**config.mk**
```make
export PLATFORM = sky130hd
export DESIGN_NAME = ipv4_header_builder_core
export DESIGN_NICKNAME = d
export VERILOG_FILES = /design/src/design/ihb_pkg.sv /design/src/design/ihb_front.sv /design/src/design/ihb_queue.sv /design/src/design/ihb_serializer.sv /design/src/design/ipv4_header_builder_core.sv
export SDC_FILE = /design/constraint.sdc
export NUM_CORES = 1
export LEC_CHECK = 0
export ABC_AREA = 1
export ABC_CLOCK_PERIOD_IN_PS = 7850
export BUFFER_PORTS_ARGS = -buffer_cell sky130_fd_sc_hd__buf_2
export CORE_AREA = 2 2 175 348
export DETAILED_ROUTE_END_ITERATION = 8
export DIE_AREA = 0 0 177 350
export GPL_TIMING_DRIVEN = 0
export PLACE_DENSITY_LB_ADDON = 0.08
export SLEW_MARGIN = 5
export SYNTH_ARGS = -nofsm -noshare
export SYNTH_HDL_FRONTEND = slang
export SYNTH_SLANG_ARGS = --single-unit
export TNS_END_PERCENT = 50
```
**constraint.sdc**
```tcl
create_clock -name i_clk -period 7.85 [get_ports i_clk]
set_clock_uncertainty 0.15 [all_clocks]
set_input_delay 0.3925 -clock i_clk [delete_from_list [all_inputs] [get_ports i_clk]]
set_output_delay 0.3925 -clock i_clk [all_outputs]
set_load 0.005 [all_outputs]
```
**src/design/ihb_pkg.sv**
```systemverilog
`timescale 1ns / 1ps
// Shared types, constants and helper functions for the IPv4 header builder.
package ihb_pkg;

    // Header geometry
    localparam int          HDR_BYTES = 20;
    localparam int          IDX_W     = 5;
    localparam logic [4:0]  LAST_IDX  = 5'(HDR_BYTES - 1);

    // Fixed header contents
    localparam logic [7:0]  VER_IHL   = 8'h45;
    localparam logic [15:0] ID_START  = 16'h1200;
    localparam logic [15:0] ID_LIMIT  = 16'hFFFF;
    localparam logic [7:0]  TTL_RESET = 8'd64;

    // Protocol numbers
    localparam logic [7:0]  PROTO_UDP  = 8'h11;
    localparam logic [7:0]  PROTO_TCP  = 8'h06;
    localparam logic [7:0]  PROTO_ICMP = 8'h01;
    localparam logic [7:0]  PROTO_NONE = 8'h00;

    // Protocol kind codes on the request
    localparam logic [1:0]  KIND_UDP  = 2'd0;
    localparam logic [1:0]  KIND_TCP  = 2'd1;
    localparam logic [1:0]  KIND_ICMP = 2'd2;

    // Command codes
    localparam logic        CMD_NORMAL = 1'b0;
    localparam logic        CMD_PING   = 1'b1;

    // Configuration register indexes
    localparam int          CFG_IDX_W    = 1;
    localparam logic        CFG_TTL      = 1'b0;
    localparam logic        CFG_LOCAL_IP = 1'b1;

    // Header fields that vary per packet
    typedef struct packed {
        logic [15:0] length;
        logic [15:0] ident;
        logic [7:0]  ttl;
        logic [7:0]  proto;
        logic [31:0] local_ip;
        logic [31:0] remote_ip;
    } t_hdr_fields;

    // Complete header description handed to the serializer
    typedef struct packed {
        t_hdr_fields f;
        logic [15:0] csum;
    } t_hdr_desc;

    // Queue status toward the front and back
    typedef struct packed {
        logic full;
        logic empty;
    } t_q_stat;

    // Map a protocol kind to its protocol number
    function automatic logic [7:0] proto_code(input logic [1:0] kind);
        logic [7:0] code;
        unique case (kind)
            KIND_UDP:  code = PROTO_UDP;
            KIND_TCP:  code = PROTO_TCP;
            KIND_ICMP: code = PROTO_ICMP;
            default:   code = PROTO_NONE;
        endcase
        return code;
    endfunction

    // Select one header byte in wire order
    function automatic logic [7:0] hdr_byte(input t_hdr_desc d, input logic [4:0] idx);
        logic [7:0] b;
        unique case (idx)
            5'd0:    b = VER_IHL;
            5'd2:    b = d.f.length[15:8];
            5'd3:    b = d.f.length[7:0];
            5'd4:    b = d.f.ident[15:8];
            5'd5:    b = d.f.ident[7:0];
            5'd8:    b = d.f.ttl;
            5'd9:    b = d.f.proto;
            5'd10:   b = d.csum[15:8];
            5'd11:   b = d.csum[7:0];
            5'd12:   b = d.f.local_ip[31:24];
            5'd13:   b = d.f.local_ip[23:16];
            5'd14:   b = d.f.local_ip[15:8];
            5'd15:   b = d.f.local_ip[7:0];
            5'd16:   b = d.f.remote_ip[31:24];
            5'd17:   b = d.f.remote_ip[23:16];
            5'd18:   b = d.f.remote_ip[15:8];
            5'd19:   b = d.f.remote_ip[7:0];
            default: b = 8'h00;  // TOS, flags and fragment offset
        endcase
        return b;
    endfunction

endpackage

```
**src/design/ihb_front.sv**
```systemverilog
`timescale 1ns / 1ps
// Request intake: identification counter and two-stage checksum pipeline.
module ihb_front
    import ihb_pkg::*;
(
    input  logic        i_clk,
    input  logic        i_rst_n,
    // request channel
    input  logic        i_valid,
    output logic        o_stall,
    input  logic        i_command,
    input  logic [1:0]  i_protocol_kind,
    input  logic [15:0] i_total_length,
    input  logic [31:0] i_remote_ip,
    input  logic [15:0] i_echo_id,
    // configuration values
    input  logic [7:0]  i_ttl,
    input  logic [31:0] i_local_ip,
    // toward the queue
    output logic        o_push,
    output t_hdr_desc   o_desc,
    input  t_q_stat     i_q_stat
);

    logic        r_a_valid;
    t_hdr_fields r_a;
    logic        r_b_valid;
    t_hdr_fields r_b;
    logic [17:0] r_s1;
    logic [17:0] r_s2;
    logic [15:0] r_id;

    logic        b_free;
    logic        a_free;
    logic        take;
    logic [15:0] id_inc;
    logic [15:0] n_id;
    logic [17:0] n_s1;
    logic [17:0] n_s2;
    logic [18:0] sum;
    logic [16:0] fold1;
    logic [15:0] fold2;

    // Stage stalls propagate back from the queue
    assign b_free  = !r_b_valid || !i_q_stat.full;
    assign a_free  = !r_a_valid || b_free;
    assign o_stall = !a_free;
    assign take    = i_valid && a_free;

    // Advance the identification counter, wrapping before the limit
    assign id_inc = r_id + 16'd1;
    assign n_id   = (id_inc == ID_LIMIT) ? ID_START : id_inc;

    always_ff @(posedge i_clk) begin
        if (!i_rst_n) begin
            r_id <= ID_START;
        end else if (take) begin
            r_id <= n_id;
        end
    end

    // Stage A: capture request fields and identification
    always_ff @(posedge i_clk) begin
        if (!i_rst_n) begin
            r_a_valid <= 1'b0;
        end else if (a_free) begin
            r_a_valid <= i_valid;
        end
    end

    always_ff @(posedge i_clk) begin
        if (take) begin
            r_a.length    <= i_total_length;
            r_a.ident     <= (i_command == CMD_PING) ? i_echo_id : n_id;
            r_a.ttl       <= i_ttl;
            r_a.proto     <= proto_code(i_protocol_kind);
            r_a.local_ip  <= i_local_ip;
            r_a.remote_ip <= i_remote_ip;
        end
    end

    // Stage B: two partial sums of the header words
    assign n_s1 = 18'({VER_IHL, 8'h00}) + 18'(r_a.length) + 18'(r_a.ident)
                + 18'({r_a.ttl, r_a.proto});
    assign n_s2 = 18'(r_a.local_ip[31:16]) + 18'(r_a.local_ip[15:0])
                + 18'(r_a.remote_ip[31:16]) + 18'(r_a.remote_ip[15:0]);

    always_ff @(posedge i_clk) begin
        if (!i_rst_n) begin
            r_b_valid <= 1'b0;
        end else if (b_free) begin
            r_b_valid <= r_a_valid;
        end
    end

    always_ff @(posedge i_clk) begin
        if (b_free && r_a_valid) begin
            r_b  <= r_a;
            r_s1 <= n_s1;
            r_s2 <= n_s2;
        end
    end

    // Combine, fold the carries twice and complement
    assign sum   = 19'(r_s1) + 19'(r_s2);
    assign fold1 = 17'(sum[15:0]) + 17'(sum[18:16]);
    assign fold2 = fold1[15:0] + 16'(fold1[16]);

    assign o_push      = r_b_valid;
    assign o_desc.f    = r_b;
    assign o_desc.csum = ~fold2;

endmodule

```
**src/design/ihb_queue.sv**
```systemverilog
`timescale 1ns / 1ps
// Show-ahead descriptor queue between the intake and the serializer.
module ihb_queue
    import ihb_pkg::*;
#(
    parameter int DEPTH = 4
) (
    input  logic      i_clk,
    input  logic      i_rst_n,
    input  logic      i_push,
    input  t_hdr_desc i_desc,
    input  logic      i_pop,
    output t_hdr_desc o_head,
    output t_q_stat   o_stat
);

    localparam int PTR_W = $clog2(DEPTH);
    localparam int CNT_W = $clog2(DEPTH + 1);

    t_hdr_desc        r_mem [DEPTH];
    logic [PTR_W-1:0] r_wr_ptr;
    logic [PTR_W-1:0] r_rd_ptr;
    logic [CNT_W-1:0] r_count;

    logic do_push;
    logic do_pop;

    assign o_stat.full  = (r_count == CNT_W'(DEPTH));
    assign o_stat.empty = (r_count == '0);
    assign do_push      = i_push && !o_stat.full;
    assign do_pop       = i_pop && !o_stat.empty;
    assign o_head       = r_mem[r_rd_ptr];

    // Store entries
    always_ff @(posedge i_clk) begin
        if (do_push) begin
            r_mem[r_wr_ptr] <= i_desc;
        end
    end

    // Advance pointers and occupancy
    always_ff @(posedge i_clk) begin
        if (!i_rst_n) begin
            r_wr_ptr <= '0;
            r_rd_ptr <= '0;
            r_count  <= '0;
        end else begin
            if (do_push) begin
                r_wr_ptr <= (r_wr_ptr == PTR_W'(DEPTH - 1)) ? '0 : r_wr_ptr + PTR_W'(1);
            end
            if (do_pop) begin
                r_rd_ptr <= (r_rd_ptr == PTR_W'(DEPTH - 1)) ? '0 : r_rd_ptr + PTR_W'(1);
            end
            if (do_push && !do_pop) begin
                r_count <= r_count + CNT_W'(1);
            end else if (do_pop && !do_push) begin
                r_count <= r_count - CNT_W'(1);
            end
        end
    end

endmodule

```
**src/design/ihb_serializer.sv**
```systemverilog
`timescale 1ns / 1ps
// Header serializer: one byte per word from the queue head into the output register.
module ihb_serializer
    import ihb_pkg::*;
(
    input  logic       i_clk,
    input  logic       i_rst_n,
    // from the queue
    input  t_hdr_desc  i_head,
    input  t_q_stat    i_q_stat,
    output logic       o_pop,
    // result channel
    output logic       o_valid,
    input  logic       i_stall,
    output logic [7:0] o_header_byte,
    output logic [4:0] o_byte_index,
    output logic       o_last
);

    logic       r_valid;
    logic [7:0] r_byte;
    logic [4:0] r_index;
    logic       r_last;
    logic [4:0] r_idx;

    logic load;
    logic at_last;

    assign load    = !i_q_stat.empty && (!r_valid || !i_stall);
    assign at_last = (r_idx == LAST_IDX);
    assign o_pop   = load && at_last;

    // Hold, refill or drain the output register
    always_ff @(posedge i_clk) begin
        if (!i_rst_n) begin
            r_valid <= 1'b0;
            r_idx   <= '0;
        end else if (load) begin
            r_valid <= 1'b1;
            r_idx   <= at_last ? '0 : r_idx + 5'd1;
        end else if (!i_stall) begin
            r_valid <= 1'b0;
        end
    end

    always_ff @(posedge i_clk) begin
        if (load) begin
            r_byte  <= hdr_byte(i_head, r_idx);
            r_index <= r_idx;
            r_last  <= at_last;
        end
    end

    assign o_valid       = r_valid;
    assign o_header_byte = r_byte;
    assign o_byte_index  = r_index;
    assign o_last        = r_last;

endmodule

```
**src/design/ipv4_header_builder_core.sv**
```systemverilog
`timescale 1ns / 1ps
// Top level of the IPv4 header builder: intake, descriptor queue, serializer.
//
//  channel   | direction | handshake          | words per packet
//  ----------+-----------+--------------------+------------------
//  request   | in        | i_valid / o_stall  | 1
//  header    | out       | o_valid / i_stall  | 20 bytes
//  config    | in        | i_cfg_we           | one register
//
// The serializer sends one header byte per cycle from its output register
// while not stalled, back to back across packets. A request passes two intake
// stages, the queue and the output register before its first byte appears.
// Requests are taken every cycle until the queue and both intake stages fill.
// Synchronous active-low reset clears the counter to 0x1200, TTL to 64, and
// the source address to zero; an output stall holds the current byte.
module ipv4_header_builder_core
    import ihb_pkg::*;
#(
    parameter int QUEUE_DEPTH = 4
) (
    input  logic                 i_clk,
    input  logic                 i_rst_n,
    // request channel
    input  logic                 i_valid,
    output logic                 o_stall,
    input  logic                 i_command,
    input  logic [1:0]           i_protocol_kind,
    input  logic [15:0]          i_total_length,
    input  logic [31:0]          i_remote_ip,
    input  logic [15:0]          i_echo_id,
    // header byte channel
    output logic                 o_valid,
    input  logic                 i_stall,
    output logic [7:0]           o_header_byte,
    output logic [4:0]           o_byte_index,
    output logic                 o_last,
    // configuration
    input  logic                 i_cfg_we,
    input  logic [CFG_IDX_W-1:0] i_cfg_index,
    input  logic [31:0]          i_cfg_data
);

    logic [7:0]  r_ttl;
    logic [31:0] r_local_ip;

    logic        push;
    logic        pop;
    t_hdr_desc   push_desc;
    t_hdr_desc   head;
    t_q_stat     q_stat;

    // Configuration registers
    always_ff @(posedge i_clk) begin
        if (!i_rst_n) begin
            r_ttl      <= TTL_RESET;
            r_local_ip <= '0;
        end else if (i_cfg_we) begin
            unique case (i_cfg_index)
                CFG_TTL:      r_ttl      <= i_cfg_data[7:0];
                CFG_LOCAL_IP: r_local_ip <= i_cfg_data;
                default:      ;
            endcase
        end
    end

    ihb_front u_front (
        .i_clk           (i_clk),
        .i_rst_n         (i_rst_n),
        .i_valid         (i_valid),
        .o_stall         (o_stall),
        .i_command       (i_command),
        .i_protocol_kind (i_protocol_kind),
        .i_total_length  (i_total_length),
        .i_remote_ip     (i_remote_ip),
        .i_echo_id       (i_echo_id),
        .i_ttl           (r_ttl),
        .i_local_ip      (r_local_ip),
        .o_push          (push),
        .o_desc          (push_desc),
        .i_q_stat        (q_stat)
    );

    ihb_queue #(
        .DEPTH (QUEUE_DEPTH)
    ) u_queue (
        .i_clk   (i_clk),
        .i_rst_n (i_rst_n),
        .i_push  (push),
        .i_desc  (push_desc),
        .i_pop   (pop),
        .o_head  (head),
        .o_stat  (q_stat)
    );

    ihb_serializer u_ser (
        .i_clk         (i_clk),
        .i_rst_n       (i_rst_n),
        .i_head        (head),
        .i_q_stat      (q_stat),
        .o_pop         (pop),
        .o_valid       (o_valid),
        .i_stall       (i_stall),
        .o_header_byte (o_header_byte),
        .o_byte_index  (o_byte_index),
        .o_last        (o_last)
    );

    // The last flag marks exactly the final header byte
    a_last_idx: assert property (@(posedge i_clk) disable iff (!i_rst_n)
        o_valid |-> (o_last == (o_byte_index == LAST_IDX)))
        else $error("last flag and byte index disagree");

    // Once a byte inside a header is taken, the next one follows at once
    a_next_byte: assert property (@(posedge i_clk) disable iff (!i_rst_n)
        (o_valid && !i_stall && !o_last)
        |=> (o_valid && (o_byte_index == 5'($past(o_byte_index) + 5'd1))))
        else $error("header bytes not contiguous");

    // Every header opens with version and header length
    a_first_byte: assert property (@(posedge i_clk) disable iff (!i_rst_n)
        (o_valid && (o_byte_index == 5'd0)) |-> (o_header_byte == VER_IHL))
        else $error("header does not start with version byte");

    // The queue is never reported full and empty together
    a_queue_stat: assert property (@(posedge i_clk) disable iff (!i_rst_n)
        !(q_stat.full && q_stat.empty))
        else $error("queue status inconsistent");

endmodule
```
Word-level counts from Yosys, hierarchy flattened. Memory sizes are Yosys's and may differ from the RTL's. A register that Yosys moved wholly into a read port is not among the register bits. Cells that the tools add are included.

Bits in writable memories: 512. Output and inout bits: 16. Input bits: 105. Flip-flop bits (word level): 345. Word-level logic and storage cells: 109. Memories kept: 1.

Memories: u_queue.r_mem (words 4, width 128, rd ports 1, clocked after Yosys merged registers in 1, write ports 1, line ihb_queue.sv:20) `t_hdr_desc r_mem [DEPTH];`.

Muxes and demuxes: 15. Equal/unequal tests: 23. Bitwise operators: 2. Reduce and logical (&&, ||, !) cells: 26. $add $sub $neg: 15.

Operators with widths (count): one-hot mux 8 bit (17 select lines) (1); adder 18 x 16 -> 18 bit (4); == test 5 x 4 -> 1 bit, second input constant (8); 2-to-1 mux 16 bit (2); == test 5 bit, second input constant (4); adder 18 x 18 -> 19 bit (1); adder 15 x 16 -> 17 bit, first input constant (1); adder 16 x 16 -> 17 bit (1); adder 16 x 3 -> 17 bit (1); adder 16 x 1 -> 16 bit (1); adder 16 x 1 -> 16 bit, second input constant (1); == test 16 bit, second input constant (1); inverter 16 bit (1); one-hot mux 5 bit (3 select lines) (1); == test 5 x 2 -> 1 bit, second input constant (2); == test 5 x 3 -> 1 bit, second input constant (2); logical NOT 1 bit (9); logical AND 1 bit (8); 2-to-1 mux 2 bit (4); == test 2 bit, second input constant (3); 2-to-1 mux 3 bit (2); adder 5 x 1 -> 5 bit, second input constant (1); logical NOT 5 bit (1); 2-to-1 mux 5 bit (1); 13 further kinds (20).

Depth between registers and ports, before layout.
Depth after elaboration: 8. Depth in mapped cells: 37. Depth with buffers taken out: 37.

Modules after synthesis. From an unflattened synthesis, not the netlist that was laid out.

Cells, all modules: 2897. Area total of the unflattened synthesis: 36655.2 µm².

By module, submodules not included: ihb_queue (cells each 1310, instances 1, seq. area each 15554.9 µm², area each 19824.0 µm²); ihb_front (cells each 1092, instances 1, seq. area each 7867.5 µm², area each 13344.0 µm²); ihb_serializer (cells each 301, instances 1, seq. area each 540.5 µm², area each 1920.6 µm²); ipv4_header_builder_core (cells each 194, instances 1, seq. area each 800.8 µm², area each 1566.5 µm²).

Least setup slack after synthesis. OpenSTA, ideal clock, no wires.

Path type: reg-to-reg. From: register u_queue.r_count[0]. To: memory u_queue.r_mem[0][0] in the netlist's numbering, enable pin. Setup time: 0.607 ns. Buffers on the path: 0. Arrival time: 5.794 ns. Path slack: 1.299 ns. Data required time: 7.093 ns. Clock period less this slack: 6.551 ns. Stages on the path, launching flop included: 5. Cell sequence: dfxtp_1 -> nor2_1 -> nand2_1 -> nand2_1 -> nor2_1.

Word-level cells in the longest chain between the ends: 5.

Ends and longest elaborated chain: start, declared (line ihb_queue.sv:23) `logic [CNT_W-1:0] r_count;`; start signal, assigned (line ihb_queue.sv:55) `r_count <= r_count + CNT_W'(1);`; start signal, assigned (line ihb_queue.sv:57) `r_count <= r_count - CNT_W'(1);`; == test 3 bit (line ihb_queue.sv:28) `assign o_stat.full = (r_count == CNT_W'(DEPTH));`; logical NOT 1 bit (line ihb_queue.sv:30) `assign do_push = i_push && !o_stat.full;`; logical AND 1 bit (line ihb_queue.sv:30); 2-to-1 mux 1 bit (line ihb_queue.sv:36) `if (do_push) begin`; 2-to-1 mux 1 bit (not written as such) (line ihb_queue.sv:37) `r_mem[r_wr_ptr] <= i_desc;`; end, declared (line ihb_queue.sv:20).

No other way between the ends.

==> results.json <==
{
  "p_per_area_nw_per_um2": 267,
  "final_hold_viol_count": 0,
  "max_freq_mhz": 163,
  "clock_path_buffers": 3,
  "max_stage_delay_ns": 0.79,
  "cp_max_fo": 5,
  "dp.cells": 3786,
  "drtIter0Drc": 2631,
  "cts_buffers": 70,
  "setup_viol": 0,
  "synthArstFlopShare_pct": 0,
  "max-vdd-ir-drop_uv": 199,
  "nFillCells": 4255,
  "synth.largest_area_cell": "edfxtp_1",
  "gp_congestion": 0.930,
  "finalSetupTns_ns": 0,
  "wire_per_inst_microns": 26.1,
  "antenna_found_initial": 2,
  "pre_cts_ws_ns": 1.73,
  "multi_input_area_sq_um": 9600,
  "max-cap-violations": 0,
  "drive_gt1_share_pct": 9.75,
  "syn2layout_area_growth_pct": 15.2,
  "grt-ovfl-total": 0,
  "post_dp_cell_area_sq_um": 37200,
  "fin_crit_sh_pct": 78.0,
  "grtUsageTotal_pct": 34.3,
  "syn_nets": 3102,
  "fp.dieArea_sq_um": 62000,
  "hp-class": "in2reg",
  "cts-htree-levels": 3,
  "synth_area_sq_um": 35100,
  "status": "complete, no violations",
  "min_period_ns": 6.13,
  "cp-start-kind": "flop",
  "holdBufCountCts": 97,
  "grt_max_degree": 87,
  "ys.flop_type": "edfxtp_1",
  "synth_cell_type_count": 52,
  "drc": 0,
  "slew_violations": 0,
  "antenna_left": 0,
  "final_cells": 4010,
  "fin_area_sq_um": 40400,
  "fp.dieW_microns": 177,
  "rsz0062_at_grt": "no",
  "die_y_microns": 350,
  "final.setup.worst_slack_ns": 1.72,
  "dr_total_vias": 24000,
  "post_drt_via_cell_ratio": 5.98,
  "critPathArrivalTime_ns": 6.26,
  "post_cts_buffers": 0,
  "synthCells": 2874,
  "io_buffers": 119,
  "ys_ff_latch": 829,
  "tightest_slew_ns": 1.37,
  "place_hpwl_microns": 78400,
  "crit_required_ns": 7.99,
  "post_cts_resized": 0,
  "ys_seq_area_share_pct": 68.8,
  "root_buffer": "clkbuf_16",
  "num_io_pins": 121,
  "clock_sinks": 829,
  "yosysTopAreaCellShare_pct": 64.7,
  "coreArea_sq_um": 59100,
  "clkTransAtPathRegs_ns": 0.07,
  "nets": 3415,
  "power.leakage_nw": 15.2,
  "syn_avg_cell_area_sq_um": 12.2,
  "critPathKind": "reg2reg",
  "antenna_cells": 0,
  "fp-row-count": 126,
  "synth_edf_count": 756,
  "cp-end-kind": "flop",
  "grt_pass1_vias": 24200,
  "ys_top_cells_by_area": "edfxtp_1 (65%), o21ai_0 (4.7%), nor2_1 (4.3%)",
  "initial_utilization_pct": 59.4,
  "slew_headroom_pct": 8.23,
  "ff_latch_area_sq_um": 24200,
  "cpMostUsedCell": "nor2_1",
  "insertion_delay_ns": 0.62,
  "slowest_stage": "xor2_1",
  "drtPass1Iterations": 6,
  "drt_wl_total_microns": 105000,
  "cts_tree": "built",
  "grt_first_pass_wirelength_microns": 150000,
  "ys.warnings.count": 0
}
sequential cells by signal (all words and copies together), names as in the netlist, 3 cells and up, named ones only:
signal               count
u_front.r_s2            18
u_ser.o_header_byte      8
u_queue.r_count          3
r_local_ip              32
u_front.r_a            107
u_ser.o_byte_index       5
u_queue.r_mem          492
r_ttl                    8
u_front.o_desc         107
u_ser.r_idx              5
u_front.r_id            16
u_front.r_s1            18
cell type report:
cell class / count / area share [%]
Inverter: 261 / 2.44
Clock buffer: 89 / 4.69
Sequential cell: 829 / 59.8
Tap cell: 768 / 2.38
Timing Repair Buffer: 241 / 5.19
Multi-Input combinational cell: 1683 / 23.7
Buffer: 101 / 0.990
Clock inverter: 38 / 0.814
critical path: cells and delay by family (launching register included):
kind / cells / cell delay [ns]
XOR/XNOR: 2 / 0.97
flip-flops: 1 / 0.36
buffers and inverters: 1 / 0.09
AND/OR/NAND/NOR: 23 / 2.73
adder cells (fa/ha/maj): 3 / 1.04
AO/OA/AOI/OAI: 2 / 0.45
synth_stat cells, types with 2 or more instances:
cell and n:
fa_1 34, o21ai_1 15, nor4_1 2, o21bai_1 7, a31oi_1 4, inv_2 2, nand2_4 10, dfxtp_1 73
nor2_1 402, ha_1 89, o21ai_2 2, o31ai_1 4, inv_1 257, nand3_1 62, a221oi_1 11, a21oi_2 2
nor2_2 13, a22o_1 7, a211oi_1 4, nand2_2 10, nand4_1 28, nor2_4 5, xor2_1 50, nand2_1 321
a21boi_0 10, xnor2_1 23, nor3_1 7, buf_1 3, o2111ai_1 2, edfxtp_1 756, clkbuf_1 96, nand3_2 6
o22ai_1 116, a32o_1 2, o21ai_0 328, a21o_1 3, a21oi_1 93
final timing paths:
kind,start,end,slack [ns],cells after the start
worst min register to register,r_local_ip[12]$_SDFFE_PN0P_,u_front.r_a[44]$_DFFE_PP_,0.28,0
worst max-delay path,u_front.r_s2[6]$_DFFE_PP_,u_queue.r_mem[3][9]$_DFFE_PP_,1.72,31
worst min-delay path,i_echo_id[6],u_front.r_a[86]$_DFFE_PP_,0.02,3
worst max register to register,u_front.r_s2[6]$_DFFE_PP_,u_queue.r_mem[3][9]$_DFFE_PP_,1.72,31
placed cells by master (no fill, tap or decap), types with 11 or more instances in the layout:
cell / instances
nand2_1: 321
edfxtp_1: 756
clkinv_2: 11
o21ai_1: 15
ha_1: 89
dfxtp_1: 73
xor2_1: 50
clkinv_1: 11
buf_12: 16
nor2_2: 13
a221oi_1: 11
clkbuf_1: 109
clkbuf_16: 72
xnor2_1: 23
fa_1: 34
nand4_1: 28
dlygate4sd3_1: 97
o21ai_0: 328
buf_2: 120
nor2_1: 398
a21oi_1: 92
inv_1: 256
nand3_1: 62
o22ai_1: 116
power breakdown:
part           switching (mW)  total (mW)  internal [mW]
combinational            1.40        2.04          0.631
clock                    1.57        3.43           1.86
sequential              0.136        5.31           5.17
total                    3.11        10.8           7.66
layer usage:
metal	up-vias	part of all wire [%]	track usage (%)
li1	10800	-	-
met1	11600	32	36.2
met2	1256	51	59.8
met3	372	7.2	5.35
met4	2	9.8	28.5
met5	-	0.014	0
per-stage QoR:
stage | total power [mW] | utilization, % | hold slack (ns)
floorplan | 6.59 | - | 0.253
global placement | 7.33 | 62.0 | 0.268
detailed placement | 7.38 | 63.0 | 0.265
CTS | 10.8 | 68.4 | 0.0110
global route | 11.1 | 68.4 | 0.0305
finish | 10.8 | 68.4 | 0.0239
cell families (layout without fill, tap and decap cells):
| logic type | Yosys count | count (layout) | synth area share [%] |
|---|---|---|---|
| AOI/OAI and AO/OA | 613 | 613 | 9.69 |
| and+or+nand+nor | 872 | 872 | 10.5 |
| buffers and inverters | 362 | 730 | 3.93 |
| DFF | 829 | 829 | 68.8 |
| adders and majority gates | 123 | 123 | 5.11 |
| xor gates and xnor gates | 75 | 75 | 1.95 |
(Power assumes the default switching activity.)
